## src/ewvr_pkg.sv

```systemverilog
// Shared types and constants for the edge wheel volume router.
package ewvr_pkg;

    localparam logic [15:0] TYPE_REL      = 16'd2;
    localparam logic [15:0] CODE_WHEEL    = 16'd8;
    localparam logic [15:0] CODE_WHEEL_HI = 16'd11;

    localparam logic [15:0] WHEEL_UNITS   = 16'd120;
    // floor((2^16 - 1) / 15); quotient of (x >> 3) / 15 is low by at most one
    localparam logic [25:0] RECIP_15      = 26'd4369;

    localparam logic        ACT_FWD       = 1'b0;
    localparam logic        ACT_VOL       = 1'b1;

    localparam int          QDEPTH        = 2;
    localparam int          QPTR_W        = $clog2(QDEPTH);
    localparam int          QCNT_W        = QPTR_W + 1;

    typedef enum logic [1:0] {
        OP_FWD,
        OP_HI_AWAY,
        OP_HI_EDGE,
        OP_STD_EDGE
    } op_t;

    typedef struct packed {
        op_t                op;
        logic        [15:0] ev_type;
        logic        [15:0] ev_code;
        logic signed [15:0] ev_value;
    } item_t;

    typedef struct packed {
        logic full;
        logic empty;
    } q_stat_t;

    typedef struct packed {
        logic               action;
        logic        [15:0] out_type;
        logic        [15:0] out_code;
        logic signed [15:0] out_value;
        logic signed [15:0] volume_steps;
    } res_t;

endpackage

```

## src/ewvr_front.sv

```systemverilog
// Front end: accepts beats, tracks cursor and edge, classifies events.
module ewvr_front (
    input  logic                aclk,
    input  logic                aresetn,
    input  logic                cfg_wr_en,
    input  logic                cfg_wr_data,
    input  logic                s_valid,
    output logic                s_ready,
    input  logic                s_cmd,
    input  logic         [15:0] s_ev_type,
    input  logic         [15:0] s_ev_code,
    input  logic signed  [15:0] s_ev_value,
    input  logic signed  [15:0] s_cursor_pos,
    input  logic signed  [15:0] s_edge_pos,
    input  ewvr_pkg::q_stat_t   q_stat,
    output logic                push,
    output ewvr_pkg::item_t     push_item
);
    import ewvr_pkg::*;

    logic               hi_res_reg;
    logic               have_cursor_reg;
    logic signed [15:0] cursor_x_reg;
    logic signed [15:0] edge_x_reg;

    logic at_edge;
    logic is_hi;
    logic is_std;
    logic drop;
    logic accept;

    assign s_ready = !q_stat.full;
    assign accept  = s_valid && s_ready;
    assign at_edge = have_cursor_reg && (cursor_x_reg == edge_x_reg);
    assign is_hi   = (s_ev_type == TYPE_REL) && (s_ev_code == CODE_WHEEL_HI) && hi_res_reg;
    assign is_std  = (s_ev_type == TYPE_REL) && (s_ev_code == CODE_WHEEL);

    always_comb begin
        push_item.ev_type  = s_ev_type;
        push_item.ev_code  = s_ev_code;
        push_item.ev_value = s_ev_value;
        push_item.op       = OP_FWD;
        drop               = 1'b0;
        if (is_hi) begin
            push_item.op = at_edge ? OP_HI_EDGE : OP_HI_AWAY;
        end else if (is_std && at_edge) begin
            push_item.op = OP_STD_EDGE;
            drop         = hi_res_reg;
        end
    end

    assign push = accept && !s_cmd && !drop;

    always_ff @(posedge aclk) begin
        if (!aresetn) begin
            hi_res_reg      <= 1'b0;
            have_cursor_reg <= 1'b0;
            cursor_x_reg    <= '0;
            edge_x_reg      <= '0;
        end else begin
            if (cfg_wr_en) begin
                hi_res_reg <= cfg_wr_data;
            end
            if (accept && s_cmd) begin
                have_cursor_reg <= 1'b1;
                cursor_x_reg    <= s_cursor_pos;
                edge_x_reg      <= s_edge_pos;
            end
        end
    end

endmodule

```

## src/ewvr_queue.sv

```systemverilog
// Short FIFO of classified events between front and back ends.
module ewvr_queue (
    input  logic                aclk,
    input  logic                aresetn,
    input  logic                push,
    input  ewvr_pkg::item_t     push_item,
    input  logic                pop,
    output ewvr_pkg::item_t     head,
    output ewvr_pkg::q_stat_t   q_stat
);
    import ewvr_pkg::*;

    item_t              mem_reg [QDEPTH];
    logic [QPTR_W-1:0]  wr_ptr_reg;
    logic [QPTR_W-1:0]  rd_ptr_reg;
    logic [QCNT_W-1:0]  cnt_reg;
    logic [QCNT_W-1:0]  cnt_next;

    function automatic logic [QPTR_W-1:0] ptr_inc(input logic [QPTR_W-1:0] p);
        logic [QPTR_W-1:0] r;
        r = (p == QPTR_W'(QDEPTH - 1)) ? '0 : p + 1'b1;
        return r;
    endfunction

    assign head         = mem_reg[rd_ptr_reg];
    assign q_stat.full  = (cnt_reg == QCNT_W'(QDEPTH));
    assign q_stat.empty = (cnt_reg == '0);

    always_comb begin
        cnt_next = cnt_reg;
        if (push && !pop) begin
            cnt_next = cnt_reg + 1'b1;
        end else if (pop && !push) begin
            cnt_next = cnt_reg - 1'b1;
        end
    end

    always_ff @(posedge aclk) begin
        if (push) begin
            mem_reg[wr_ptr_reg] <= push_item;
        end
    end

    always_ff @(posedge aclk) begin
        if (!aresetn) begin
            wr_ptr_reg <= '0;
            rd_ptr_reg <= '0;
            cnt_reg    <= '0;
        end else begin
            if (push) begin
                wr_ptr_reg <= ptr_inc(wr_ptr_reg);
            end
            if (pop) begin
                rd_ptr_reg <= ptr_inc(rd_ptr_reg);
            end
            cnt_reg <= cnt_next;
        end
    end

endmodule

```

## src/ewvr_back.sv

```systemverilog
// Back end: wheel remainder, step division and the result register.
module ewvr_back (
    input  logic                aclk,
    input  logic                aresetn,
    input  ewvr_pkg::item_t     head,
    input  ewvr_pkg::q_stat_t   q_stat,
    output logic                pop,
    output logic                m_valid,
    input  logic                m_ready,
    output ewvr_pkg::res_t      res
);
    import ewvr_pkg::*;

    logic signed [7:0]  rem_reg;
    logic signed [7:0]  rem_next;
    logic               m_valid_reg;
    res_t               res_reg;

    logic signed [16:0] sum;
    logic               neg;
    logic        [16:0] mag17;
    logic        [15:0] mag;
    logic        [25:0] prod;
    logic        [15:0] q0;
    logic        [15:0] r0;
    logic        [15:0] q;
    logic        [15:0] r;
    logic        [15:0] hi_steps;

    logic               emit;
    res_t               res_new;

    assign pop = !q_stat.empty && (!m_valid_reg || m_ready);

    // sum / 120 truncated toward zero, on the magnitude
    always_comb begin
        sum   = 17'(rem_reg) + 17'(head.ev_value);
        neg   = sum[16];
        mag17 = neg ? 17'(-sum) : 17'(sum);
        mag   = mag17[15:0];
        prod  = 26'(mag[15:3]) * RECIP_15;
        q0    = 16'(prod[25:16]);
        r0    = mag - 16'(q0 * WHEEL_UNITS);
        if (r0 >= WHEEL_UNITS) begin
            q = q0 + 1'b1;
            r = r0 - WHEEL_UNITS;
        end else begin
            q = q0;
            r = r0;
        end
        hi_steps = neg ? 16'(-q) : q;
    end

    always_comb begin
        rem_next             = rem_reg;
        emit                 = 1'b1;
        res_new.action       = ACT_FWD;
        res_new.out_type     = head.ev_type;
        res_new.out_code     = head.ev_code;
        res_new.out_value    = head.ev_value;
        res_new.volume_steps = '0;
        case (head.op)
            OP_FWD: begin
                emit = 1'b1;
            end
            OP_HI_AWAY: begin
                rem_next = '0;
            end
            OP_HI_EDGE: begin
                rem_next             = neg ? 8'(-r) : 8'(r);
                emit                 = (q != '0);
                res_new.action       = ACT_VOL;
                res_new.out_type     = '0;
                res_new.out_code     = '0;
                res_new.out_value    = '0;
                res_new.volume_steps = hi_steps;
            end
            OP_STD_EDGE: begin
                emit                 = (head.ev_value != '0);
                res_new.action       = ACT_VOL;
                res_new.out_type     = '0;
                res_new.out_code     = '0;
                res_new.out_value    = '0;
                res_new.volume_steps = head.ev_value;
            end
            default: begin
                emit = 1'b1;
            end
        endcase
    end

    always_ff @(posedge aclk) begin
        if (!aresetn) begin
            rem_reg     <= '0;
            m_valid_reg <= 1'b0;
        end else begin
            if (pop) begin
                rem_reg     <= rem_next;
                m_valid_reg <= emit;
            end else if (m_ready) begin
                m_valid_reg <= 1'b0;
            end
        end
    end

    always_ff @(posedge aclk) begin
        if (pop && emit) begin
            res_reg <= res_new;
        end
    end

    assign m_valid = m_valid_reg;
    assign res     = res_reg;

endmodule

```

## src/edge_wheel_volume_router.sv

```systemverilog
// Top level of the edge wheel volume router.
// Usage:
//   Input channel s_*: one beat is either an input event (s_cmd = 0) or a
//   cursor update (s_cmd = 1) carrying cursor and edge x positions.
//   Result channel m_*: a forwarded event (m_action = 0) or a signed volume
//   step count (m_action = 1). Each input beat gives zero or one result.
//   cfg_wr_en/cfg_wr_data write the high-resolution wheel flag; write it
//   only while no beats are in flight.
// Timing:
//   A result passes through the queue and the result register before it
//   shows on m_valid. Throughput is one beat per cycle while m_ready is high;
//   the back end's wheel remainder and divide by 120 are combinational.
//   A two-entry queue separates the classifier from the back end, so the
//   input side keeps taking beats while a result waits on m_ready; when
//   the receiver stalls long enough the queue fills and s_ready drops.
// Reset:
//   aresetn low clears the flag, cursor state, remainder, queue and
//   result valid; s_ready is high in the first cycle after reset.
module edge_wheel_volume_router (
    input  logic                aclk,
    input  logic                aresetn,
    input  logic                cfg_wr_en,
    input  logic                cfg_wr_data,
    input  logic                s_valid,
    output logic                s_ready,
    input  logic                s_cmd,
    input  logic         [15:0] s_ev_type,
    input  logic         [15:0] s_ev_code,
    input  logic signed  [15:0] s_ev_value,
    input  logic signed  [15:0] s_cursor_pos,
    input  logic signed  [15:0] s_edge_pos,
    output logic                m_valid,
    input  logic                m_ready,
    output logic                m_action,
    output logic         [15:0] m_out_type,
    output logic         [15:0] m_out_code,
    output logic signed  [15:0] m_out_value,
    output logic signed  [15:0] m_volume_steps
);
    import ewvr_pkg::*;

    logic    push;
    item_t   push_item;
    logic    pop;
    item_t   head;
    q_stat_t q_stat;
    res_t    res;

    ewvr_front u_front (
        .aclk         (aclk),
        .aresetn      (aresetn),
        .cfg_wr_en    (cfg_wr_en),
        .cfg_wr_data  (cfg_wr_data),
        .s_valid      (s_valid),
        .s_ready      (s_ready),
        .s_cmd        (s_cmd),
        .s_ev_type    (s_ev_type),
        .s_ev_code    (s_ev_code),
        .s_ev_value   (s_ev_value),
        .s_cursor_pos (s_cursor_pos),
        .s_edge_pos   (s_edge_pos),
        .q_stat       (q_stat),
        .push         (push),
        .push_item    (push_item)
    );

    ewvr_queue u_queue (
        .aclk      (aclk),
        .aresetn   (aresetn),
        .push      (push),
        .push_item (push_item),
        .pop       (pop),
        .head      (head),
        .q_stat    (q_stat)
    );

    ewvr_back u_back (
        .aclk    (aclk),
        .aresetn (aresetn),
        .head    (head),
        .q_stat  (q_stat),
        .pop     (pop),
        .m_valid (m_valid),
        .m_ready (m_ready),
        .res     (res)
    );

    assign m_action       = res.action;
    assign m_out_type     = res.out_type;
    assign m_out_code     = res.out_code;
    assign m_out_value    = res.out_value;
    assign m_volume_steps = res.volume_steps;

`ifndef SYNTHESIS
    a_vol_fields_zero: assert property (@(posedge aclk) disable iff (!aresetn)
        m_valid && (m_action == ACT_VOL) |->
            (m_out_type == '0) && (m_out_code == '0) && (m_out_value == '0))
        else $error("volume beat carries event fields");

    a_vol_nonzero: assert property (@(posedge aclk) disable iff (!aresetn)
        m_valid && (m_action == ACT_VOL) |-> (m_volume_steps != '0))
        else $error("volume beat with zero steps");

    a_fwd_no_steps: assert property (@(posedge aclk) disable iff (!aresetn)
        m_valid && (m_action == ACT_FWD) |-> (m_volume_steps == '0))
        else $error("forwarded beat carries volume steps");

    a_no_overflow: assert property (@(posedge aclk) disable iff (!aresetn)
        q_stat.full |-> !push)
        else $error("push into full queue");
`endif

endmodule
```

## config.mk

```make
export PLATFORM = sky130hd
export DESIGN_NAME = edge_wheel_volume_router
export DESIGN_NICKNAME = d
export VERILOG_FILES = /design/src/ewvr_pkg.sv /design/src/ewvr_front.sv /design/src/ewvr_queue.sv /design/src/ewvr_back.sv /design/src/edge_wheel_volume_router.sv
export SDC_FILE = /design/constraint.sdc
export NUM_CORES = 1
export LEC_CHECK = 0
export BUFFER_PORTS_ARGS = -buffer_cell sky130_fd_sc_hd__clkbuf_2
export CAP_MARGIN = 5
export CORE_ASPECT_RATIO = 0.7
export CORE_UTILIZATION = 64
export DETAILED_ROUTE_END_ITERATION = 8
export PLACE_DENSITY = 0.86
export SLEW_MARGIN = 10
export SYNTH_ARGS = -nofsm -noshare
export SYNTH_HDL_FRONTEND = slang
export SYNTH_HIERARCHICAL = 1
export SYNTH_SLANG_ARGS = --single-unit
```

## constraint.sdc

```tcl
create_clock -name aclk -period 33.1 [get_ports aclk]
set_input_delay 6.62 -clock aclk [delete_from_list [all_inputs] [get_ports aclk]]
set_output_delay 6.62 -clock aclk [all_outputs]
set_load 0.005 [all_outputs]
```

==> run_results.csv, run 1 <==
group,metric,value,unit
worst_setup_path,r2r-end,"u_back/res[11]$_DFFE_PP_",
sta,rsz0062_at_grt,"false",
cts,clockBufferDepth,3,
cells_and_area,fillers,1467,
cells_and_area,multi_input_area,7149,um^2
synthesis,synth_edf_count,165,
worst_setup_path,endpoint,"u_back/res[11]$_DFFE_PP_",
placed_design,placed_cell_area,14490,um^2
die,start_util,66.12,%
placed_design,place.port_buffers,153,
die,die_h,125.3,um
die,dieArea,22330,um^2
worst_setup_path,r2r_slack,16.45,ns
worst_setup_path,crit_top_cell,"ha_1",
die,die_w,178.2,um
synthesis,ys_seq_elements,213,
detailed_routing,postRouteAntennaNets,0,
cts,cts_buffers,19,
die,rows,44,
sta,fmax,60.07,MHz
synthesis,yosysMostFrequentCell,"edfxtp_1",
cells_and_area,fin_area,15170,um^2
cts,clk_latency,0.49,ns
synthesis,synthesis.area,13900,um^2
global_route,grt_pass1_vias,10000,
cts,root_buffer,"clkbuf_16",
synthesis,ys_seq_area_share,42.54,%
sta,worst_slew_pin_slew,1.215,ns
die,core,21030,um^2
cells_and_area,largest_reg_flops,100,
global_route,grt_max_degree,64,
placed_design,gp_congestion,0.9438,
detailed_routing,wire_per_inst,20.30,um
cts,cts_tree,"built",
detailed_routing,drt_iter0_drc,1228,
cells_and_area,fin_util,72.11,%
cells_and_area,drive_above_1_share,19.83,%
worst_setup_path,critPathSlowestCell,"a31oi_2",
worst_setup_path,worstPathBufferInverterCount,6,
cts,post-cts-setup-buffers,0,
worst_setup_path,critPathKind,"register to register",
synthesis,synth_flop_cell,"edfxtp_1",
sta,skew,0.02060,ns
worst_hold_path,hold_class,"register to register",
run,max_cap_violations,0,
synthesis,yosysWarnings,6,
global_route,grt_pass1_wl,53260,um
cells_and_area,regArea,5917,um^2
placed_design,dpl.hpwl,24920,um
worst_setup_path,reg2regPathDepth,53,
worst_setup_path,cpLargestDelayFamily,"compound AO/OA/AOI/OAI gates",
global_route,antenna_found_initial,0,
detailed_routing,first_pass_iters,6,
sta,setup_viol,0,
global_route,globalRouteTotalUtil,30.69,%
synthesis,yosysUniqueCellTypes,91,
worst_setup_path,critPathArrivalTime,16.79,ns
sta,drv_slew,0,
sta,tns,0,ns
synthesis,synthDominantCellAreaShare,35.63,%
worst_setup_path,worst_setup_path_end_kind,"register",
sta,fin_crit,16.65,ns
cells_and_area,num_antenna_cells,0,
synthesis,syn_area_per_cell,10.63,um^2
cells_and_area,area_growth,9.070,%
cells_and_area,layout.nets,1611,
worst_setup_path,cp_num_cells,53,
synthesis,yosysTopAreaCell,"edfxtp_1",
run_status,status,"completed",
worst_setup_path,start_kind,"register",
synthesis,synth_fp_nets,1520,
cts,htree_levels,1,
synthesis,netlist_top_cells_count,"edfxtp_1 (165), nand2_1 (123), ha_1 (108)",
detailed_routing,vias,10660,
sta,slew_headroom,18.72,%
synthesis,synthTopCellsByArea,"edfxtp_1 (36%), ha_1 (9.7%), dfxtp_1 (6.9%), mux2_2 (4.0%), nand2_1 (3.3%)",
sta,final_hold_viol_count,0,
cts,cts_hold_buffers,0,
die,io_pins,154,
cts,clock_sinks,213,
cts,cts.clk_slew.worst_paths,0.07,ns
cts,cts.repair.resized,0,
sta,post-route-period-util,50.29,%
detailed_routing,routed_wl,34260,um
worst_setup_path,critPathRequiredTime,33.24,ns
synthesis,synthCells,1308,
detailed_routing,drc_errors,0,
worst_setup_path,cpPeakStageDelay,1.01,ns
global_route,grt_overflow_total,0,
detailed_routing,via_per_inst,6.313,
worst_setup_path,crit_fanout,63,
synthesis,synthArstFlopShare,0,%
[logic make-up (layout without fill, tap and decap cells)]
logic type	Yosys count	in the layout	synth area share, %
and+or+nand+nor	385	385	14.15
AOI/OAI and AO/OA	276	276	14.50
DFF	213	213	42.54
buffers and inverters	160	264	6.155
adders and majority gates	126	126	12.24
xor gates and xnor gates	90	90	5.777
muxes	58	58	4.643
[worst reg2reg max path, delay by kind of cell (launching register included)]
| kind | cells | cell delay, ns |
|---|---|---|
| DFF | 1 | 0.45 |
| adders and majority gates | 10 | 3.51 |
| muxes | 2 | 0.45 |
| and+or+nand+nor | 8 | 2.27 |
| AOI/OAI and AO/OA | 21 | 6.04 |
| buffers and inverters | 6 | 1.18 |
| xor gates and xnor gates | 6 | 2.37 |
[layout make-up]
cell class	instances	share of cell area, %
Multi-Input combinational cell	935	47.14
Sequential cell	213	39.01
Timing Repair Buffer	160	5.396
Clock buffer	22	3.630
Tap cell	276	2.277
Inverter	70	1.733
Clock inverter	12	0.8085
[placed cells by master (no fill, tap or decap), drive strengths merged, types with 7 or more instances in the layout]
cell and instances:
a211oi 14, and3 14, nand4 19, a21o 26, inv 74, ha 108
nand2 124, a21boi 37, xnor2 47, nor4 19, o21a 18, o21ai 43
a2111oi 8, a31oi 9, mux2 52, nor3 21, and2 22, nand3 24
or3 19, dfxtp 48, nor2b 51, a21oi 56, nor2 50, buf 7
edfxtp 165, fa 17, clkbuf 175, xor2 42
[per-layer routing]
layer | wire length [um] | vias up | global-route usage (%)
met4 | 661 | 0 | 5.783
met3 | 4174 | 61 | 7.908
met5 | 0 | - | 0
li1 | - | 4933 | -
met2 | 14600 | 654 | 45.48
met1 | 14820 | 5009 | 45.60
[worst min path at each step]
| stage | endpoint | startpoint | depth (start not counted) |
|---|---|---|---|
| 3_5_place_dp | u_back/rem_reg[4]$_SDFFE_PN0P_ | u_back/rem_reg[4]$_SDFFE_PN0P_ | 2 |
| 5_1_grt | u_back/rem_reg[4]$_SDFFE_PN0P_ | u_back/rem_reg[4]$_SDFFE_PN0P_ | 2 |
| 4_1_cts | u_back/rem_reg[4]$_SDFFE_PN0P_ | u_back/rem_reg[4]$_SDFFE_PN0P_ | 2 |
| 3_3_place_gp | u_back/rem_reg[4]$_SDFFE_PN0P_ | u_back/rem_reg[4]$_SDFFE_PN0P_ | 2 |
| 2_1_floorplan | u_back/rem_reg[0]$_SDFFE_PN0P_ | u_back/rem_reg[0]$_SDFFE_PN0P_ | 2 |
| 6_report | u_back/rem_reg[4]$_SDFFE_PN0P_ | u_back/rem_reg[4]$_SDFFE_PN0P_ | 2 |
[stage by stage]
step | instances | worst slack [ns] | hold WS [ns]
after CTS | 1688 | 16.84 | 0.4638
after detailed placement | 1654 | 16.94 | 0.4549
final | 1688 | 16.45 | 0.4646
after global routing | 1688 | 15.38 | 0.4879
after global placement | 1654 | 17.56 | 0.4500
after floorplan | 1308 | 19.18 | 0.4356
Power of run 1 is not shown: default switching activity piles up to over one toggle a cycle in this logic, so the estimate is an artifact.
==> run 2: changes to the inputs <==
--- a/config.mk
+++ b/config.mk
@@ -5,12 +5,13 @@
 export SDC_FILE = /design/constraint.sdc
 export NUM_CORES = 1
 export LEC_CHECK = 0
+export ABC_AREA = 1
 export BUFFER_PORTS_ARGS = -buffer_cell sky130_fd_sc_hd__clkbuf_2
 export CAP_MARGIN = 5
 export CORE_ASPECT_RATIO = 0.7
-export CORE_UTILIZATION = 64
+export CORE_UTILIZATION = 60
 export DETAILED_ROUTE_END_ITERATION = 8
-export PLACE_DENSITY = 0.86
+export PLACE_DENSITY = 0.81
 export SLEW_MARGIN = 10
 export SYNTH_ARGS = -nofsm -noshare
 export SYNTH_HDL_FRONTEND = slang
==> constraint.sdc (replaced) <==
create_clock -name aclk -period 17.5 [get_ports aclk]
set_input_delay 3.5 -clock aclk [delete_from_list [all_inputs] [get_ports aclk]]
set_output_delay 3.5 -clock aclk [all_outputs]
set_load 0.005 [all_outputs]
==> run_results.csv, run 2 <==
group,metric,value,unit
cells_and_area,largest_reg_flops,100,
worst_setup_path,critPathKind,"register to register",
cts,post-cts-setup-buffers,0,
synthesis,synthDominantCellAreaShare,34.53,%
worst_setup_path,crit_top_cell,"nand2_1",
worst_setup_path,r2r_slack,3.70,ns
sta,drv_slew,0,
cts,clockBufferDepth,3,
worst_setup_path,cpLargestDelayFamily,"adder cells",
sta,final_hold_viol_count,0,
synthesis,synthArstFlopShare,0,%
die,die_h,131.4,um
global_route,grt_pass1_wl,52670,um
sta,rsz0062_at_grt,"false",
cells_and_area,num_antenna_cells,0,
cells_and_area,drive_above_1_share,17.45,%
die,core,23080,um^2
global_route,globalRouteTotalUtil,27.02,%
cells_and_area,regArea,5919,um^2
synthesis,yosysTopAreaCell,"edfxtp_1",
worst_setup_path,crit_fanout,50,
cts,cts.repair.resized,0,
cells_and_area,fillers,1824,
synthesis,yosysWarnings,6,
run,max_cap_violations,0,
worst_setup_path,cpPeakStageDelay,0.98,ns
global_route,grt_pass1_vias,10360,
run_status,status,"completed",
sta,fin_crit,13.80,ns
synthesis,yosysMostFrequentCell,"nand2_1",
worst_setup_path,critPathArrivalTime,13.93,ns
sta,worst_slew_pin_slew,0.9606,ns
synthesis,synth_fp_nets,1842,
global_route,grt_max_degree,66,
synthesis,synthCells,1630,
cts,clk_latency,0.50,ns
sta,post-route-period-util,78.84,%
worst_hold_path,hold_class,"register to register",
cts,cts_hold_buffers,0,
cells_and_area,final_common_cell,"nand2_1",
sta,skew,0.01355,ns
synthesis,yosysUniqueCellTypes,47,
synthesis,synthesis.area,14350,um^2
cts,cts_buffers,20,
cts,cts.clk_slew.worst_paths,0.07,ns
worst_setup_path,cp_num_cells,65,
die,start_util,62.18,%
die,rows,46,
cells_and_area,mostFrequentLayoutCells,"nand2_1 (331), inv_1 (258), edfxtp_1 (165), nor2_1 (161), clkbuf_2 (153)",
detailed_routing,wire_per_inst,16.20,um
cells_and_area,multi_input_area,6860,um^2
detailed_routing,drt_iter0_drc,1050,
cts,root_buffer,"clkbuf_16",
worst_setup_path,worstPathBufferInverterCount,12,
detailed_routing,postRouteAntennaNets,0,
placed_design,gp_congestion,0.9833,
worst_setup_path,worst_setup_path_end_kind,"register",
worst_setup_path,reg2regPathDepth,65,
worst_setup_path,r2r-end,"u_back/res[51]$_DFFE_PP_",
detailed_routing,first_pass_iters,6,
sta,tns,0,ns
die,io_pins,154,
sta,slew_headroom,35.96,%
die,die_w,186.8,um
detailed_routing,vias,11250,
placed_design,dpl.hpwl,25510,um
worst_setup_path,endpoint,"u_back/res[51]$_DFFE_PP_",
placed_design,place.port_buffers,153,
detailed_routing,drc_errors,0,
synthesis,ys_seq_elements,213,
cts,htree_levels,1,
synthesis,ys_seq_area_share,41.22,%
detailed_routing,routed_wl,33380,um
synthesis,synth_edf_count,165,
global_route,grt_overflow_total,0,
cts,cts_tree,"built",
die,dieArea,24550,um^2
synthesis,synth_flop_cell,"edfxtp_1",
worst_setup_path,critPathRequiredTime,17.63,ns
worst_setup_path,critPathSlowestCell,"dfxtp_4",
global_route,antenna_found_initial,0,
worst_setup_path,start_kind,"register",
cells_and_area,layout.nets,1946,
sta,fmax,72.48,MHz
cts,clock_sinks,213,
sta,setup_viol,0,
cells_and_area,area_growth,8.693,%
synthesis,syn_area_per_cell,8.804,um^2
synthesis,netlist_top_cells_count,"nand2_1 (331), inv_1 (260), edfxtp_1 (165)",
synthesis,synthTopCellsByArea,"edfxtp_1 (35%), ha_1 (9.4%), nand2_1 (8.7%), inv_1 (6.8%), dfxtp_1 (6.7%)",
detailed_routing,via_per_inst,5.463,
[run 2: stage by stage]
step / hold slack (ns) / worst slack (ns) / cells / instance area, um^2 / utilization, %
after global routing: 0.4876 / 2.423 / 2060 / 15600 / 67.58
after global placement: 0.4527 / 4.386 / 2024 / 14980 / 64.92
after CTS: 0.4700 / 3.860 / 2060 / 15600 / 67.58
final: 0.4711 / 3.704 / 2060 / 15600 / 67.58
after detailed placement: 0.4603 / 3.963 / 2024 / 14980 / 64.92
after floorplan: 0.4431 / 5.701 / 1630 / 14350 / -
[run 2: cells by family (layout without fill, tap and decap cells)]
group,count (synthesis),count (layout),synth area share (%)
simple gates,661,661,20.49
buf+inv,345,463,11.06
flops,213,213,41.22
compound gates,186,186,6.975
fa+ha+maj,125,125,11.79
xor+xnor,50,50,3.235
mux,50,50,5.231
[run 2: worst min-delay path by stage]
stage / cells after the start / startpoint / to / slack, ns
final: 2 / u_front/edge_x_reg[8]$_SDFFE_PN0P_ / u_front/edge_x_reg[8]$_SDFFE_PN0P_ / 0.47
after global routing: 2 / u_front/cursor_x_reg[7]$_SDFFE_PN0P_ / u_front/cursor_x_reg[7]$_SDFFE_PN0P_ / 0.49
after CTS: 2 / u_front/cursor_x_reg[7]$_SDFFE_PN0P_ / u_front/cursor_x_reg[7]$_SDFFE_PN0P_ / 0.47
after detailed placement: 2 / u_front/cursor_x_reg[7]$_SDFFE_PN0P_ / u_front/cursor_x_reg[7]$_SDFFE_PN0P_ / 0.46
after global placement: 2 / u_front/edge_x_reg[8]$_SDFFE_PN0P_ / u_front/edge_x_reg[8]$_SDFFE_PN0P_ / 0.45
after floorplan: 2 / u_front/edge_x_reg[11]$_SDFFE_PN0P_ / u_front/edge_x_reg[11]$_SDFFE_PN0P_ / 0.44
[run 2: worst min-delay path: stages (launching register included)]
cell     delay, ns
dfxtp_1       0.31
inv_1         0.06
a21oi_1       0.05
[run 2: area by class of cell]
| type | instances | area share (%) |
|---|---|---|
| Tap cell | 312 | 2.503 |
| Timing Repair Buffer | 158 | 5.150 |
| Sequential cell | 213 | 37.95 |
| Clock inverter | 12 | 0.6337 |
| Clock buffer | 24 | 3.305 |
| Inverter | 269 | 6.474 |
| Multi-Input combinational cell | 1072 | 43.98 |
[run 2: routing by layer]
| layer | global-route usage (%) | share of wire [%] |
|---|---|---|
| met3 | 4.915 | 10 |
| met1 | 41.28 | 47 |
| met5 | 0 | 0 |
| met2 | 39.74 | 41 |
| met4 | 5.829 | 1.6 |
Power of run 2 is left out for the same reason.
==> run 3: changes to the inputs <==
--- a/config.mk
+++ b/config.mk
@@ -9,9 +9,9 @@
 export BUFFER_PORTS_ARGS = -buffer_cell sky130_fd_sc_hd__clkbuf_2
 export CAP_MARGIN = 5
 export CORE_ASPECT_RATIO = 0.7
-export CORE_UTILIZATION = 60
+export CORE_UTILIZATION = 54
 export DETAILED_ROUTE_END_ITERATION = 8
-export PLACE_DENSITY = 0.81
+export PLACE_DENSITY = 0.77
 export SLEW_MARGIN = 10
 export SYNTH_ARGS = -nofsm -noshare
 export SYNTH_HDL_FRONTEND = slang
==> constraint.sdc (replaced) <==
create_clock -name aclk -period 11.6 [get_ports aclk]
set_input_delay 2.32 -clock aclk [delete_from_list [all_inputs] [get_ports aclk]]
set_output_delay 2.32 -clock aclk [all_outputs]
set_load 0.005 [all_outputs]
==> run_results.csv, run 3 (synthesis gave the netlist of run 2 again) <==
group,metric,value,unit
cells_and_area,area_growth,12.78,%
worst_setup_path,worst_setup_path_end_kind,"register",
worst_setup_path,cp_num_cells,66,
cts,cts.clk_slew.worst_paths,0.07,ns
cts,cts_hold_buffers,0,
run,max_cap_violations,0,
sta,timing.final.ws_setup,0.6603,ns
worst_setup_path,reg2regPathDepth,66,
placed_design,gp_congestion,0.9699,
cells_and_area,drive_above_1_share,20.54,%
cts,cts_tree,"built",
detailed_routing,wire_per_inst,15.98,um
global_route,grt_overflow_total,0,
sta,tns,0,ns
worst_hold_path,hold_class,"register to register",
global_route,grt_pass1_vias,10480,
placed_design,place_ws,0.1985,ns
worst_hold_path,holdPathStages,2,
cells_and_area,multi_input_area,7066,um^2
die,die_w,196.8,um
sta,worst_slew_pin_slew,1.005,ns
placed_design,placed_cell_area,15170,um^2
worst_setup_path,crit_fanout,23,
worst_setup_path,start_kind,"register",
detailed_routing,drt_iter0_drc,907,
sta,drv_slew,0,
die,rows,49,
detailed_routing,vias,11290,
cells_and_area,mostFrequentLayoutCells,"nand2_1 (327), inv_1 (254), edfxtp_1 (165), nor2_1 (156), clkbuf_2 (153)",
cells_and_area,fillers,2183,
cells_and_area,final_common_cell,"nand2_1",
die,io_pins,154,
run_status,status,"completed",
cts,clk_latency,0.49,ns
cells_and_area,regArea,5919,um^2
placed_design,dpl.hpwl,26200,um
sta,fmax,91.41,MHz
cells_and_area,largest_reg_flops,100,
global_route,globalRouteTotalUtil,24.24,%
detailed_routing,postRouteAntennaNets,0,
cts,clockBufferDepth,3,
sta,slew_headroom,32.36,%
worst_setup_path,critPathKind,"register to register",
worst_setup_path,critPathSlowestCell,"fa_1",
die,start_util,55.46,%
worst_setup_path,cpLargestDelayFamily,"adder cells",
detailed_routing,via_per_inst,5.304,
worst_setup_path,critPathRequiredTime,11.85,ns
global_route,grt_pass1_wl,52700,um
cells_and_area,fin_area,16180,um^2
cells_and_area,num_antenna_cells,0,
worst_setup_path,critPathArrivalTime,11.19,ns
global_route,antenna_found_initial,0,
sta,post-route-period-util,94.31,%
sta,final_hold_viol_count,0,
cts,htree_levels,1,
die,die_h,138.4,um
global_route,grt_max_degree,66,
sta,setup_viol,0,
cts,clock_sinks,213,
sta,fin_crit,10.94,ns
placed_design,place.port_buffers,153,
cts,root_buffer,"clkbuf_16",
worst_setup_path,worstPathBufferInverterCount,14,
sta,skew,0.01029,ns
die,dieArea,27240,um^2
cells_and_area,layout.nets,1969,
worst_setup_path,cpPeakStageDelay,0.54,ns
detailed_routing,routed_wl,34020,um
worst_setup_path,crit_top_cell,"nand2_1",
detailed_routing,drc_errors,0,
die,core,25870,um^2
cts,cts_buffers,21,
detailed_routing,first_pass_iters,6,
[run 3: per-layer routing]
metal | routed length [um] | GRT usage [%]
met1 | 15930 | 36.29
met2 | 14650 | 37.08
met3 | 3186 | 4.952
met4 | 248 | 3.060
met5 | 0 | 0
[run 3: layout make-up]
cell class	instances	area share [%]
timing repair buffer	180	6.633
inverter	269	6.262
tap	357	2.760
sequential	213	36.58
clock inverter	13	0.7731
clock buffer	25	3.340
multi-input combinational	1072	43.66
[run 3: through the flow]
step,hold WS (ns),utilization [%],cells
3_3_place_gp,0.4544,58.62,2082
2_1_floorplan,0.4431,-,1630
3_5_place_dp,0.4593,58.62,2082
6_report,0.4694,62.55,2129
4_1_cts,0.4719,61.19,2120
5_1_grt,0.4920,62.55,2129
[run 3: tightest hold or removal path, delay by kind of cell, from the launching register on]
kind	cells	cell delay (ns)
AO/OA/AOI/OAI	1	0.05
buffers and inverters	1	0.06
flip-flops	1	0.31
[run 3: final timing paths]
path / start / endpoint / slack (ns)
max: register / u_back/res[42]$_DFFE_PP_ / 0.66
min: u_front/edge_x_reg[5]$_SDFFE_PN0P_ / u_front/edge_x_reg[5]$_SDFFE_PN0P_ / 0.47
max reg2reg: register / u_back/res[42]$_DFFE_PP_ / 0.66
min reg2reg: u_front/edge_x_reg[5]$_SDFFE_PN0P_ / u_front/edge_x_reg[5]$_SDFFE_PN0P_ / 0.47
[run 3: what timing repair did]
action / in CTS / in global routing
gates resized for setup: 0 / 46
setup buffers: 0 / 5
setup endpoints to repair: 0 / 85
Power of run 3 is left out for the same reason.
